File: src/hw/rtl/assert_macros.svh
// Assertion helpers shared by the statistics block.
`ifndef ASSERT_MACROS_SVH
`define ASSERT_MACROS_SVH

// Same-cycle implication, disabled while reset is high.
`define RFRS_ASSERT_IMP(name, clk, rst, ante, cons, msg) \
   name: assert property (@(posedge clk) disable iff (rst) (ante) |-> (cons)) \
      else $error(msg);

// Next-cycle implication, disabled while reset is high.
`define RFRS_ASSERT_NXT(name, clk, rst, ante, cons, msg) \
   name: assert property (@(posedge clk) disable iff (rst) (ante) |=> (cons)) \
      else $error(msg);

`endif

File: src/hw/rtl/rfrs_pkg.sv
`default_nettype none
package rfrs_pkg;

   localparam int DEFAULT_MIN_HEADER_BYTES = 26;
   localparam int DEFAULT_QUEUE_DEPTH      = 4;

   localparam logic [15:0]        ETHERTYPE_RESET = 16'h88B5;
   localparam logic signed [7:0]  RSSI_NONE       = -8'sd127;
   localparam logic [11:0]        SEQ_HALF        = 12'h800;

   // One classified frame on its way from the front to the back.
   typedef struct packed {
      logic              ok;
      logic [11:0]       len;
      logic [11:0]       seq;
      logic signed [7:0] rssi;
   } rfrs_item_type;

endpackage
`default_nettype wire

File: src/hw/rtl/rfrs_if.sv
`default_nettype none
interface rfrs_req_if;
   logic              valid;
   logic              ready;
   logic              is_data_frame;
   logic [11:0]       frame_length;
   logic [7:0]        proto_high;
   logic [7:0]        proto_low;
   logic [15:0]       seq_control;
   logic signed [7:0] rssi_in;

   modport source (output valid, is_data_frame, frame_length, proto_high, proto_low,
                   seq_control, rssi_in, input ready);
   modport sink (input valid, is_data_frame, frame_length, proto_high, proto_low,
                 seq_control, rssi_in, output ready);
endinterface

interface rfrs_rsp_if;
   logic              valid;
   logic              ready;
   logic              accepted;
   logic [31:0]       packets_total;
   logic [31:0]       bytes_total;
   logic [31:0]       lost_total;
   logic signed [7:0] rssi_last;

   modport source (output valid, accepted, packets_total, bytes_total, lost_total,
                   rssi_last, input ready);
   modport sink (input valid, accepted, packets_total, bytes_total, lost_total,
                 rssi_last, output ready);
endinterface
`default_nettype wire

File: src/hw/rtl/rfrs_front.sv
`default_nettype none
module rfrs_front #(
   parameter int MIN_HEADER_BYTES = rfrs_pkg::DEFAULT_MIN_HEADER_BYTES
) (
   input  wire logic                  clock,
   input  wire logic                  reset,
   rfrs_req_if.sink                   req_bus,
   input  wire logic                  csr_wr_en,
   input  wire logic [15:0]           csr_wr_data,
   output logic                       item_valid,
   output rfrs_pkg::rfrs_item_type    item,
   input  wire logic                  item_ready
);
   import rfrs_pkg::*;

   logic [15:0] ethertype_ff;
   logic [15:0] ethertype_in;
   logic        len_ok;
   logic        proto_ok;

   always_comb begin
      ethertype_in = csr_wr_en ? csr_wr_data : ethertype_ff;
   end

   always_ff @(posedge clock) begin
      if (reset) begin
         ethertype_ff <= ETHERTYPE_RESET;
      end else begin
         ethertype_ff <= ethertype_in;
      end
   end

   assign len_ok   = req_bus.frame_length >= 12'(MIN_HEADER_BYTES);
   assign proto_ok = (req_bus.proto_high == ethertype_ff[15:8])
                  && (req_bus.proto_low == ethertype_ff[7:0]);

   always_comb begin
      item.ok   = req_bus.is_data_frame && len_ok && proto_ok;
      item.len  = req_bus.frame_length;
      item.seq  = req_bus.seq_control[15:4];
      item.rssi = req_bus.rssi_in;
   end

   assign item_valid    = req_bus.valid;
   assign req_bus.ready = item_ready;

endmodule
`default_nettype wire

File: src/hw/rtl/rfrs_queue.sv
`default_nettype none
`include "assert_macros.svh"
module rfrs_queue #(
   parameter int DEPTH = rfrs_pkg::DEFAULT_QUEUE_DEPTH
) (
   input  wire logic                     clock,
   input  wire logic                     reset,
   input  wire logic                     in_valid,
   input  wire rfrs_pkg::rfrs_item_type  in_item,
   output logic                          in_ready,
   output logic                          out_valid,
   output rfrs_pkg::rfrs_item_type       out_item,
   input  wire logic                     out_ready
);
   import rfrs_pkg::*;

   localparam int IdxW = (DEPTH > 1) ? $clog2(DEPTH) : 1;
   localparam int CntW = $clog2(DEPTH + 1);

   rfrs_item_type     slot_ff [DEPTH];
   logic [IdxW-1:0]   wr_ptr_ff;
   logic [IdxW-1:0]   wr_ptr_in;
   logic [IdxW-1:0]   rd_ptr_ff;
   logic [IdxW-1:0]   rd_ptr_in;
   logic [CntW-1:0]   count_ff;
   logic [CntW-1:0]   count_in;
   logic              push;
   logic              pop;

   assign in_ready  = count_ff != CntW'(DEPTH);
   assign out_valid = count_ff != '0;
   assign out_item  = slot_ff[rd_ptr_ff];
   assign push      = in_valid && in_ready;
   assign pop       = out_valid && out_ready;

   always_comb begin
      wr_ptr_in = wr_ptr_ff;
      rd_ptr_in = rd_ptr_ff;
      count_in  = count_ff;
      if (push) begin
         wr_ptr_in = (wr_ptr_ff == IdxW'(DEPTH - 1)) ? '0 : wr_ptr_ff + IdxW'(1);
      end
      if (pop) begin
         rd_ptr_in = (rd_ptr_ff == IdxW'(DEPTH - 1)) ? '0 : rd_ptr_ff + IdxW'(1);
      end
      if (push && !pop) begin
         count_in = count_ff + CntW'(1);
      end else if (pop && !push) begin
         count_in = count_ff - CntW'(1);
      end
   end

   always_ff @(posedge clock) begin
      if (reset) begin
         wr_ptr_ff <= '0;
         rd_ptr_ff <= '0;
         count_ff  <= '0;
      end else begin
         wr_ptr_ff <= wr_ptr_in;
         rd_ptr_ff <= rd_ptr_in;
         count_ff  <= count_in;
      end
   end

   always_ff @(posedge clock) begin
      if (push) begin
         slot_ff[wr_ptr_ff] <= in_item;
      end
   end

   `RFRS_ASSERT_IMP(a_count_bound, clock, reset, 1'b1,
      count_ff <= CntW'(DEPTH), "queue overfilled")
   `RFRS_ASSERT_NXT(a_count_up, clock, reset, push && !pop,
      count_ff == $past(count_ff) + CntW'(1), "queue count missed a push")

endmodule
`default_nettype wire

File: src/hw/rtl/rfrs_back.sv
`default_nettype none
`include "assert_macros.svh"
module rfrs_back (
   input  wire logic                     clock,
   input  wire logic                     reset,
   input  wire logic                     item_valid,
   input  wire rfrs_pkg::rfrs_item_type  item,
   output logic                          item_ready,
   rfrs_rsp_if.source                    rsp_bus
);
   import rfrs_pkg::*;

   logic              rsp_valid_ff;
   logic              rsp_valid_in;
   logic              accepted_ff;
   logic              accepted_in;
   logic [31:0]       pkt_ff;
   logic [31:0]       pkt_in;
   logic [31:0]       byte_ff;
   logic [31:0]       byte_in;
   logic [31:0]       lost_ff;
   logic [31:0]       lost_in;
   logic signed [7:0] rssi_ff;
   logic signed [7:0] rssi_in;
   logic [11:0]       prev_seq_ff;
   logic [11:0]       prev_seq_in;
   logic              have_seq_ff;
   logic              have_seq_in;
   logic              pop;
   logic [11:0]       gap;
   logic              gap_counts;

   // The statistics registers double as the result payload: they only move when a
   // new item enters the output register.
   assign item_ready = !rsp_valid_ff || rsp_bus.ready;
   assign pop        = item_valid && item_ready;
   assign gap        = item.seq - prev_seq_ff;
   assign gap_counts = have_seq_ff && (gap > 12'd1) && (gap < SEQ_HALF);

   always_comb begin
      rsp_valid_in = rsp_valid_ff;
      accepted_in  = accepted_ff;
      pkt_in       = pkt_ff;
      byte_in      = byte_ff;
      lost_in      = lost_ff;
      rssi_in      = rssi_ff;
      prev_seq_in  = prev_seq_ff;
      have_seq_in  = have_seq_ff;
      if (pop) begin
         rsp_valid_in = 1'b1;
         accepted_in  = item.ok;
         if (item.ok) begin
            pkt_in      = pkt_ff + 32'd1;
            byte_in     = byte_ff + {20'd0, item.len};
            rssi_in     = item.rssi;
            prev_seq_in = item.seq;
            have_seq_in = 1'b1;
            if (gap_counts) begin
               lost_in = lost_ff + {20'd0, gap - 12'd1};
            end
         end
      end else if (rsp_bus.ready) begin
         rsp_valid_in = 1'b0;
      end
   end

   always_ff @(posedge clock) begin
      if (reset) begin
         rsp_valid_ff <= 1'b0;
         accepted_ff  <= 1'b0;
         pkt_ff       <= '0;
         byte_ff      <= '0;
         lost_ff      <= '0;
         rssi_ff      <= RSSI_NONE;
         prev_seq_ff  <= '0;
         have_seq_ff  <= 1'b0;
      end else begin
         rsp_valid_ff <= rsp_valid_in;
         accepted_ff  <= accepted_in;
         pkt_ff       <= pkt_in;
         byte_ff      <= byte_in;
         lost_ff      <= lost_in;
         rssi_ff      <= rssi_in;
         prev_seq_ff  <= prev_seq_in;
         have_seq_ff  <= have_seq_in;
      end
   end

   assign rsp_bus.valid         = rsp_valid_ff;
   assign rsp_bus.accepted      = accepted_ff;
   assign rsp_bus.packets_total = pkt_ff;
   assign rsp_bus.bytes_total   = byte_ff;
   assign rsp_bus.lost_total    = lost_ff;
   assign rsp_bus.rssi_last     = rssi_ff;

   `RFRS_ASSERT_NXT(a_pkt_step, clock, reset, pop && item.ok, pkt_ff == $past(pkt_ff) + 32'd1, "packet count did not step on an accepted frame")
   `RFRS_ASSERT_NXT(a_reject_hold, clock, reset, pop && !item.ok, (lost_ff == $past(lost_ff)) && (byte_ff == $past(byte_ff)), "rejected frame changed the statistics")

endmodule
`default_nettype wire

File: src/hw/rtl/raw_frame_rx_stats.sv
`default_nettype none
// Channel   Direction  Transfer when             Payload
// req_bus   in         req_bus.valid & ready     one received frame descriptor
// rsp_bus   out        rsp_bus.valid & ready     accepted flag and running statistics
// csr_*     in         csr_wr_en high            link_ethertype, no read-back
//
// One frame per cycle sustained while rsp_bus.ready is high; the statistics update is a
// registered step in the back end. A request passes through a queue slot and the back-end
// output register before its result is valid. Reset is synchronous; there is no clearing pass.
// The front end classifies against link_ethertype and writes a QUEUE_DEPTH-entry queue.
// When the result is stalled the queue fills, and req_bus.ready drops once it is full.
module raw_frame_rx_stats #(
   parameter int MIN_HEADER_BYTES = rfrs_pkg::DEFAULT_MIN_HEADER_BYTES,
   parameter int QUEUE_DEPTH      = rfrs_pkg::DEFAULT_QUEUE_DEPTH
) (
   input  wire logic         clock,
   input  wire logic         reset,
   rfrs_req_if.sink          req_bus,
   rfrs_rsp_if.source        rsp_bus,
   input  wire logic         csr_wr_en,
   input  wire logic [15:0]  csr_wr_data
);
   import rfrs_pkg::*;

   logic          front_valid;
   logic          front_ready;
   rfrs_item_type front_item;
   logic          back_valid;
   logic          back_ready;
   rfrs_item_type back_item;

   rfrs_front #(
      .MIN_HEADER_BYTES(MIN_HEADER_BYTES)
   ) u_front (
      .clock      (clock),
      .reset      (reset),
      .req_bus    (req_bus),
      .csr_wr_en  (csr_wr_en),
      .csr_wr_data(csr_wr_data),
      .item_valid (front_valid),
      .item       (front_item),
      .item_ready (front_ready)
   );

   rfrs_queue #(
      .DEPTH(QUEUE_DEPTH)
   ) u_queue (
      .clock    (clock),
      .reset    (reset),
      .in_valid (front_valid),
      .in_item  (front_item),
      .in_ready (front_ready),
      .out_valid(back_valid),
      .out_item (back_item),
      .out_ready(back_ready)
   );

   rfrs_back u_back (
      .clock     (clock),
      .reset     (reset),
      .item_valid(back_valid),
      .item      (back_item),
      .item_ready(back_ready),
      .rsp_bus   (rsp_bus)
   );

endmodule
`default_nettype wire

File: src/flat_wrapper.sv
// flat-port wrapper written by rule: the top's interface ports become plain ports
module raw_frame_rx_stats_flat import rfrs_pkg::*;
#(
   parameter int MIN_HEADER_BYTES = rfrs_pkg::DEFAULT_MIN_HEADER_BYTES,
   parameter int QUEUE_DEPTH      = rfrs_pkg::DEFAULT_QUEUE_DEPTH
)
  (clock, reset, csr_wr_en, csr_wr_data, req_bus_valid, req_bus_is_data_frame, req_bus_frame_length, req_bus_proto_high, req_bus_proto_low, req_bus_seq_control, req_bus_rssi_in, req_bus_ready, rsp_bus_valid, rsp_bus_accepted, rsp_bus_packets_total, rsp_bus_bytes_total, rsp_bus_lost_total, rsp_bus_rssi_last, rsp_bus_ready);
  rfrs_req_if req_bus_i ();
  rfrs_rsp_if rsp_bus_i ();
  input  wire logic clock;
  input  wire logic reset;
  input  wire logic csr_wr_en;
  input  wire logic [15:0] csr_wr_data;
  input wire logic [$bits(req_bus_i.valid)-1:0] req_bus_valid;
  input wire logic [$bits(req_bus_i.is_data_frame)-1:0] req_bus_is_data_frame;
  input wire logic [$bits(req_bus_i.frame_length)-1:0] req_bus_frame_length;
  input wire logic [$bits(req_bus_i.proto_high)-1:0] req_bus_proto_high;
  input wire logic [$bits(req_bus_i.proto_low)-1:0] req_bus_proto_low;
  input wire logic [$bits(req_bus_i.seq_control)-1:0] req_bus_seq_control;
  input wire logic [$bits(req_bus_i.rssi_in)-1:0] req_bus_rssi_in;
  output wire logic [$bits(req_bus_i.ready)-1:0] req_bus_ready;
  output wire logic [$bits(rsp_bus_i.valid)-1:0] rsp_bus_valid;
  output wire logic [$bits(rsp_bus_i.accepted)-1:0] rsp_bus_accepted;
  output wire logic [$bits(rsp_bus_i.packets_total)-1:0] rsp_bus_packets_total;
  output wire logic [$bits(rsp_bus_i.bytes_total)-1:0] rsp_bus_bytes_total;
  output wire logic [$bits(rsp_bus_i.lost_total)-1:0] rsp_bus_lost_total;
  output wire logic [$bits(rsp_bus_i.rssi_last)-1:0] rsp_bus_rssi_last;
  input wire logic [$bits(rsp_bus_i.ready)-1:0] rsp_bus_ready;
  assign req_bus_i.valid = req_bus_valid;
  assign req_bus_i.is_data_frame = req_bus_is_data_frame;
  assign req_bus_i.frame_length = req_bus_frame_length;
  assign req_bus_i.proto_high = req_bus_proto_high;
  assign req_bus_i.proto_low = req_bus_proto_low;
  assign req_bus_i.seq_control = req_bus_seq_control;
  assign req_bus_i.rssi_in = req_bus_rssi_in;
  assign req_bus_ready = req_bus_i.ready;
  assign rsp_bus_valid = rsp_bus_i.valid;
  assign rsp_bus_accepted = rsp_bus_i.accepted;
  assign rsp_bus_packets_total = rsp_bus_i.packets_total;
  assign rsp_bus_bytes_total = rsp_bus_i.bytes_total;
  assign rsp_bus_lost_total = rsp_bus_i.lost_total;
  assign rsp_bus_rssi_last = rsp_bus_i.rssi_last;
  assign rsp_bus_i.ready = rsp_bus_ready;
  raw_frame_rx_stats #(.MIN_HEADER_BYTES(MIN_HEADER_BYTES), .QUEUE_DEPTH(QUEUE_DEPTH)) u_core (.clock(clock), .reset(reset), .req_bus(req_bus_i), .rsp_bus(rsp_bus_i), .csr_wr_en(csr_wr_en), .csr_wr_data(csr_wr_data));
endmodule
File: config.mk
export PLATFORM = sky130hd
export DESIGN_NAME = raw_frame_rx_stats_flat
export DESIGN_NICKNAME = d
export VERILOG_FILES = /design/src/hw/rtl/rfrs_pkg.sv /design/src/hw/rtl/rfrs_if.sv /design/src/hw/rtl/rfrs_front.sv /design/src/hw/rtl/rfrs_queue.sv /design/src/hw/rtl/rfrs_back.sv /design/src/hw/rtl/raw_frame_rx_stats.sv /design/src/flat_wrapper.sv
export VERILOG_INCLUDE_DIRS = /design/src /design/src/hw/rtl
export SDC_FILE = /design/constraint.sdc
export NUM_CORES = 1
export LEC_CHECK = 0
export BUFFER_PORTS_ARGS = -buffer_cell sky130_fd_sc_hd__buf_4
export CAP_MARGIN = 20
export CORE_UTILIZATION = 52
export CTS_BUF_LIST = sky130_fd_sc_hd__clkbuf_8
export DETAILED_ROUTE_END_ITERATION = 12
export PLACE_DENSITY = 0.76
export SYNTH_ARGS = -nofsm -noshare
export SYNTH_HDL_FRONTEND = slang
export SYNTH_SLANG_ARGS = --single-unit
File: constraint.sdc
create_clock -name clock -period 5.24 [get_ports clock]
set_input_delay 0.262 -clock clock [delete_from_list [all_inputs] [get_ports clock]]
set_output_delay 0.262 -clock clock [all_outputs]
set_load 0.02 [all_outputs]
==> results by group, run 1 <==
Setup path
  – Critical Path RT: 5710 ps
  – Slowest stage delay, CP: 530 ps
  – CP max stage cell: mux4_2
  – CP top delay family: simple AND/OR/NAND/NOR gates
  – Data arrival, critical path: 5370 ps
  – Critical Path Fanout Max: 16
  – CP Cell Sequence: mux4_2 > inv_1 > ha_1 > inv_1 > fa_1 > a21o_1 > a21oi_1 > xnor2_1 > or3_4 > nor3_2 > nand2_1 > xor2_1 > ha_1 > and3_1 > a311oi_1 > nor2b_1 > o21ai_0 > nor2b_1 > buf_4 > or4_1 > a21oi_1
  – Critical path buffers and inverters: 3
  – Kind of end point of the critical path: register
  – Critical path startpoint category: register
  – Critical path class: reg2reg

Power
  – Leak: 5.978 nW
  – Tot Pwr: 7.870 mW
  – PD cells: 498.2 nW/um^2
  – Peak VDD IR: 0.2709 mV
  – Share of total power in combinational logic: 0.441
  – Clock Power Share: 0.223
  – Flop pwr share: 0.336
  – Psw: 2.942 mW
  – Switching share of total power: 0.3738
  – Power Internal: 4.929 mW

Timing
  – Setup TNS Final: 0 ps
  – Actual slew at the worst max-slew pin: 973.6 ps
  – Clk_skew: 33.82 ps
  – Period utilization: 0.9344
  – Pins Over Slew Limit: 0
  – RSZ-0062 raised after global routing: false
  – Final hold vios: 0
  – Fmax: 204.2 MHz
  – Fin crit period: 4896 ps
  – Final setup fails: 0
  – Max-slew headroom: 0.3425

Clock network
  – Clock latency on the worst-skew pair: 560 ps
  – Clk buf depth: 3
  – Root Driver: clkbuf_8
  – TritonCTS clock tree: built
  – H-tree levels: 2
  – Clock transition at the registers of the reported paths: 60 ps
  – Clk sinks: 276
  – Total CTS buffers: 45

Finish
  – Nets: 1510
  – Commonest non-fill, non-tap cell in the layout: buf_4
  – Sequential standard cell area: 6850 sq um
  – Most frequent cells in the layout: buf_4, dfxtp_1, edfxtp_1
  – Share of cells above drive strength 1: 0.2183
  – Multi-input combinational cell area: 5587 sq um
  – Layout area overhead: 23.65%
  – # fillers: 1783

Routing
  – Initial DRC Count: 549
  – Routed WL: 28.26 mm
  – Vias per cell: 5.495
  – Drt pass-1 iters: 5
  – Routed len/inst: 16.23 microns
  – Detail Route Antenna Nets: 0
  – DRC: 0
  – Vias post-DR: 9567

Global routing
  – Grt ovf: 0
  – Number of global-route vias before repair: 9339
  – Tot GR Track Use: 0.2229
  – First-pass GRT wire length: 46.06 mm
  – Initial antenna violation count: 2
  – Largest net degree at the start of global routing: 75

Logic synthesis
  – #FFs+latches synth: 276
  – Count of different cell masters after synthesis: 60
  – Mapped Avg Cell Area: 11.15 sq um
  – Synth Cell Area: 12780 sq um
  – Sequential share of the synthesized area: 0.5358
  – Ys flop type: dfxtp_1
  – Synth warn: 0
  – Asr flop ratio synth: 0
  – EDFF count, synth: 132
  – Syn_nets: 1268
  – Post-synthesis cell count: 1146

Die
  – Die height: 158.8 microns
  – Core area: 23750 sq um
  – Starting Density: 0.5379
  – # rows: 56
  – Die X: 158.8 microns
  – Top Ports: 181
  – Die footprint: 25200 sq um

Outcome
  – Outcome: finished clean

Job
  – Max cap viols: 0

Place
  – Gpl congestion: 0.8738
  – DPL Wire Length: 18.61 mm
  – PortBufs: 176

Hold path
  – Hold Crit Class: in2reg
[final timing paths]
check / slack [ps] / end / from / depth (start not counted)
worst max-delay path: 340 / u_core.u_back.rsp_bus.lost_total[31] / register / 21
worst min-delay path: 90 / u_core.u_back.rsp_bus.valid / rsp_bus_ready / 3
worst min register to register: 450 / u_core.u_back.prev_seq_ff[1] / u_core.u_back.prev_seq_ff[1] / 2
worst max register to register: 340 / u_core.u_back.rsp_bus.lost_total[31] / register / 21
[kinds of logic after synthesis]
group                    count (synthesis)  share of synthesized area
flip-flops                             276                     0.5358
AND/OR/NAND/NOR                        377                     0.1487
multiplexers                            58                    0.07804
adder cells (fa/ha/maj)                 48                    0.04935
AO/OA/AOI/OAI                          216                     0.1057
XOR/XNOR                                77                    0.05278
buffers and inverters                   94                    0.02967
[power by group through the flow]
stage / combinational, mW / clock, mW / sequential [mW]
detailed placement: 3.38 / 0 / 2.69
finish: 3.47 / 1.76 / 2.65
floorplan: 2.50 / 0 / 2.74
global route: 3.83 / 1.90 / 2.67
global placement: 3.30 / 0 / 2.68
CTS: 3.42 / 1.79 / 2.65
[sequential cells by signal, indices dropped and copies added (netlist names), named ones only]
name	cells
u_core.u_back.rsp_bus.accepted	1
u_core.u_queue.count_ff	3
u_core.u_queue.rd_ptr_ff	2
u_core.u_queue.slot_ff	132
u_core.u_back.prev_seq_ff	12
u_core.u_back.rsp_bus.rssi_last	8
u_core.u_back.rsp_bus.bytes_total	32
u_core.u_back.rsp_bus.lost_total	32
u_core.u_front.ethertype_ff	16
u_core.u_back.rsp_bus.valid	1
u_core.u_back.rsp_bus.packets_total	32
u_core.u_back.have_seq_ff	1
u_core.u_queue.wr_ptr_ff	2
[worst reg2reg max path, stage by stage (launching register included)]
cell	delay, ps
dfxtp_4	420
mux4_2	530
inv_1	80
ha_1	140
inv_1	50
fa_1	410
a21o_1	200
a21oi_1	180
xnor2_1	120
or3_4	360
nor3_2	210
nand2_1	90
xor2_1	150
ha_1	350
and3_1	190
a311oi_1	100
nor2b_1	150
o21ai_0	120
nor2b_1	150
buf_4	170
or4_1	480
a21oi_1	160
[metrics by stage]
| stage | setup WS, ps | utilization | cell area, sq um | hold slack [ps] | std cells |
|---|---|---|---|---|---|
| after floorplan | 20.72 | - | 12780 | 360.9 | 1146 |
| after global placement | 243.4 | 0.6074 | 14430 | 441.6 | 1609 |
| after detailed placement | 114.6 | 0.6074 | 14430 | 446.5 | 1609 |
| after CTS | 90.43 | 0.6627 | 15740 | 49.84 | 1736 |
| after global routing | 5.592 | 0.6651 | 15800 | 71.12 | 1741 |
| final | 344.0 | 0.6651 | 15800 | 85.50 | 1741 |
[Yosys cell counts, drive strengths merged, types with 4 or more instances]
cell / instances / share of area
a211o: 8 / 0.0055
a211oi: 10 / 0.0059
a21boi: 4 / 0.0024
a21o: 6 / 0.0035
a21oi: 95 / 0.037
and2: 5 / 0.0024
and3: 12 / 0.0059
and4: 7 / 0.0048
buf: 11 / 0.0053
clkbuf: 38 / 0.011
dfxtp: 144 / 0.23
edfxtp: 132 / 0.31
fa: 4 / 0.0063
ha: 44 / 0.043
inv: 45 / 0.013
mux2i: 22 / 0.017
mux4: 33 / 0.058
nand2: 92 / 0.027
nand2b: 6 / 0.0029
nand3: 33 / 0.013
nand3b: 5 / 0.0029
nand4: 17 / 0.0083
nor2: 91 / 0.027
nor2b: 19 / 0.0093
nor3: 18 / 0.0071
nor4: 8 / 0.0039
o211ai: 4 / 0.0024
o21a: 4 / 0.0024
o21ai: 42 / 0.017
o21bai: 4 / 0.0024
o31ai: 17 / 0.010
or2: 5 / 0.0024
or3: 33 / 0.016
or4: 18 / 0.011
xnor2: 46 / 0.032
xor2: 31 / 0.021
[what timing repair did]
item	CTS	global route
resized for setup	0	6
buffers inserted	0	2
hold endpoints to repair	144	0
endpoints found under the setup margin	0	12
hold buffers	48	0
[final cells by class]
cell class	count	area share
Sequential cell	276	0.4336
Multi-Input combinational cell	776	0.3536
Timing Repair Buffer	244	0.1238
Clock buffer	49	0.04269
Tap cell	319	0.02526
Inverter	45	0.01069
Clock inverter	30	0.01006
Antenna cell	2	0.0003168
[layer usage]
| layer | GRT usage | wire length [microns] | share of wire | vias up |
|---|---|---|---|---|
| met1 | 0.2732 | 11950 | 0.42 | 4565 |
| met4 | 0.06929 | 548 | 0.019 | 0 |
| met2 | 0.3943 | 14290 | 0.51 | 240 |
| li1 | - | - | - | 4718 |
| met3 | 0.04232 | 1464 | 0.052 | 44 |
| met5 | 0 | 0 | 0 | - |
No activity file was read; power rests on OpenSTA's default activity.
==> inputs of run 2 (changes only) <==
--- a/config.mk
+++ b/config.mk
@@ -8,10 +8,11 @@
 export LEC_CHECK = 0
 export BUFFER_PORTS_ARGS = -buffer_cell sky130_fd_sc_hd__buf_4
 export CAP_MARGIN = 20
-export CORE_UTILIZATION = 52
+export CORE_UTILIZATION = 50
 export CTS_BUF_LIST = sky130_fd_sc_hd__clkbuf_8
+export CTS_CLUSTER_SIZE = 25
 export DETAILED_ROUTE_END_ITERATION = 12
-export PLACE_DENSITY = 0.76
+export PLACE_DENSITY = 0.74
 export SYNTH_ARGS = -nofsm -noshare
 export SYNTH_HDL_FRONTEND = slang
 export SYNTH_SLANG_ARGS = --single-unit
==> run 2 against run 1 <==
  * Clock skew shrank 11 ps
  * Largest cell class unchanged
  * Setup slack got worse by 2.2 ps
  * Sequential share of layout area decreased by 0.64 points
  * Power grew 4.1%
  * Register-to-register slack is essentially flat
  * Sequential cell count is the same
  * Largest power group unchanged
  * Utilization fell by 2.7 points
  * Hold slack worse by 16 ps
  * Combinational power barely moved
  * Clock power increased by 16%
  * Design area up 1.5%
==> results by group, run 2 (synthesis results as in run 1) <==
Outcome
  – Outcome: finished clean

Routing
  – DRC: 0 (unchanged)
  – Vias per cell: 5.407 (-1.6%)
  – Routed WL: 27.97 mm (-1.0%)
  – Detail Route Antenna Nets: 0 (unchanged)
  – Routed len/inst: 15.87 microns (-2.2%)
  – Vias post-DR: 9528 (-0.41%)
  – Initial DRC Count: 602 (+9.7%)
  – Drt pass-1 iters: 5 (unchanged)

Setup path
  – Critical Path RT: 5730 ps (+20 ps)
  – Worst Reg-to-Reg Cells: 21 (unchanged)
  – Critical path class: reg2reg
  – Crit path to: u_core.u_back.rsp_bus.lost_total[31]
  – Slowest stage delay, CP: 530 ps (about the same)
  – Crit Reg-Reg Endpoint: u_core.u_back.rsp_bus.lost_total[31]
  – Critical path buffers and inverters: 3 (unchanged)
  – CP top delay family: simple AND/OR/NAND/NOR gates
  – CP Cell Sequence: mux4_2 > inv_1 > ha_1 > inv_1 > fa_1 > a21o_1 > a21oi_1 > xnor2_1 > or3_1 > nor3_2 > nand2_1 > xor2_1 > ha_1 > and3_1 > a311oi_1 > nor2b_1 > o21ai_0 > nor2b_1 > buf_4 > or4_1 > a21oi_1
  – Critical path startpoint category: register
  – CP max stage cell: mux4_2
  – Kind of end point of the critical path: register
  – Number of cells on the critical path: 21 (unchanged)
  – Data arrival, critical path: 5380 ps (about the same)
  – Reg2reg setup slack: 340 ps (about the same)
  – Critical Path Fanout Max: 16 (unchanged)

Place
  – Cell count after placement: 1622 (+0.81%)
  – PortBufs: 176 (unchanged)
  – DPL Wire Length: 18.31 mm (-1.6%)
  – Gpl congestion: 0.9085 (+4.0%)
  – Post-Place Setup Slack: 170.3 ps (+55.73 ps)

Finish
  – Layout Cells excl Fill: 1762 (+1.2%)
  – Commonest non-fill, non-tap cell in the layout: buf_4
  – Nets: 1514 (+0.26%)
  – Layout area overhead: 25.50%
  – Share of cells above drive strength 1: 0.2278 (+0.009503)
  – Most frequent cells in the layout: buf_4, dfxtp_1, edfxtp_1
  – Number of flip-flops in the largest register: 132 (unchanged)
  – Register bank with the most flops: u_core.u_queue.slot_ff

Timing
  – Final hold vios: 0 (unchanged)
  – Final WS setup: 341.8 ps (-2.188 ps)
  – Pins Over Slew Limit: 0 (unchanged)
  – WHS: 69.15 ps (-16.35 ps)
  – Fmax: 204.2 MHz (about the same)
  – Fin crit period: 4898 ps (+2.188 ps)
  – Final setup fails: 0 (unchanged)
  – Actual slew at the worst max-slew pin: 990.6 ps (+16.99 ps)
  – Period utilization: 0.9348 (about the same)
  – RSZ-0062 raised after global routing: true
  – Max-slew headroom: 0.3378 (-0.004688)
  – Clk_skew: 23.04 ps (-10.78 ps)

Hold path
  – Hold Crit Class: in2reg

Power
  – PD cells: 510.9 nW/um^2 (+2.6%)
  – Leak: 6.087 nW (+1.8%)
  – Peak VDD IR: 0.3242 mV (+20%)

Global routing
  – First-pass GRT wire length: 45.21 mm (-1.9%)
  – Largest net degree at the start of global routing: 80 (+6.7%)
  – Tot GR Track Use: 0.2125 (-0.01034)
  – Grt ovf: 0 (unchanged)
  – Initial antenna violation count: 1 (-1)
  – Number of global-route vias before repair: 9164 (-1.9%)

Clock network
  – TritonCTS clock tree: built
  – Total CTS buffers: 47 (+4.4%)
  – H-tree levels: 2 (unchanged)
  – Clk buf depth: 3 (unchanged)
  – Clock transition at the registers of the reported paths: 60 ps (about the same)
  – Clk sinks: 276 (unchanged)
  – Clock latency on the worst-skew pair: 570 ps (about the same)
  – Root Driver: clkbuf_8

Die
  – # rows: 58 (+3.6%)
  – Die footprint: 26200 sq um (+3.9%)
  – Core area: 25110 sq um (+5.7%)
  – Die height: 161.9 microns (+2.0%)
  – Top Ports: 181 (unchanged)
  – Die X: 161.9 microns (+2.0%)
  – Starting Density: 0.5089 (-0.02906)

Job
  – Max cap viols: 0 (unchanged)
run 2: cell count changes in the layout (fill, tap and decap cells not counted), moves of 2 or more:
cell       delta
clkbuf_8      +9
clkinv_1      -5
clkinv_2      +3
bufinv_16     +2
run 2: per-layer routing:
metal	global-route usage	vias to the layer above	share of wire
met2	0.3625	243	0.49
met5	0	-	0
met1	0.2759	4523	0.44
met3	0.04060	36	0.052
li1	-	4726	-
met4	0.05875	0	0.015
run 2: how the worst min path moves through the flow:
stage                                  from                            to  slack, ps  cells past startpoint
6_report                      rsp_bus_ready   u_core.u_back.rsp_bus.valid         70                      3
5_1_grt                       rsp_bus_ready   u_core.u_back.rsp_bus.valid        100                      3
4_1_cts                       rsp_bus_ready   u_core.u_back.rsp_bus.valid         40                      3
3_5_place_dp   u_core.u_back.prev_seq_ff[9]  u_core.u_back.prev_seq_ff[9]        450                      2
3_3_place_gp   u_core.u_back.prev_seq_ff[3]  u_core.u_back.prev_seq_ff[3]        440                      2
2_1_floorplan            req_bus_rssi_in[0]  u_core.u_queue.slot_ff[0][0]        360                      0
run 2: worst register-to-register path: cells and delay by family, from the launching register on:
kind	cells	cell delay, ps
and+or+nand+nor	7	1630
xor gates and xnor gates	2	270
adders and majority gates	3	900
DFF	1	440
muxes	1	540
AOI/OAI and AO/OA	5	740
buffers and inverters	3	300
run 2: layout make-up:
cell class	instances	area (sq um)
antenna	1	2.502
clock buffer	58	798.3
clock inverter	30	224.0
fill	1985	9074
inverter	45	168.9
multi-input combinational	776	5582
sequential	276	6850
tap	330	412.9
timing repair buffer	246	1997
run 2: through the flow:
stage	instance area, sq um	util	power, mW	TNS [ps]
2_1_floorplan	12780	-	5.231	0
4_1_cts	15970	0.6360	8.184	0
5_1_grt	16040	0.6386	8.764	-11.44
3_5_place_dp	14470	0.5762	6.087	0
3_3_place_gp	14470	0.5762	6.016	0
6_report	16040	0.6386	8.193	0
run 2: power by group:
group,leakage [nW],total [mW],internal (mW),switching (mW)
clock,0.560,2.05,1.16,0.891
combinational,3.15,3.49,1.54,1.95
sequential,2.38,2.65,2.50,0.149
run 2: repair_timing:
action / in CTS / in global routing
gates resized for setup: 0 / 4
hold buffers: 48 / 0
setup buffers: 0 / 1
setup endpoints to repair: 0 / 19
hold endpoints to repair: 144 / 0
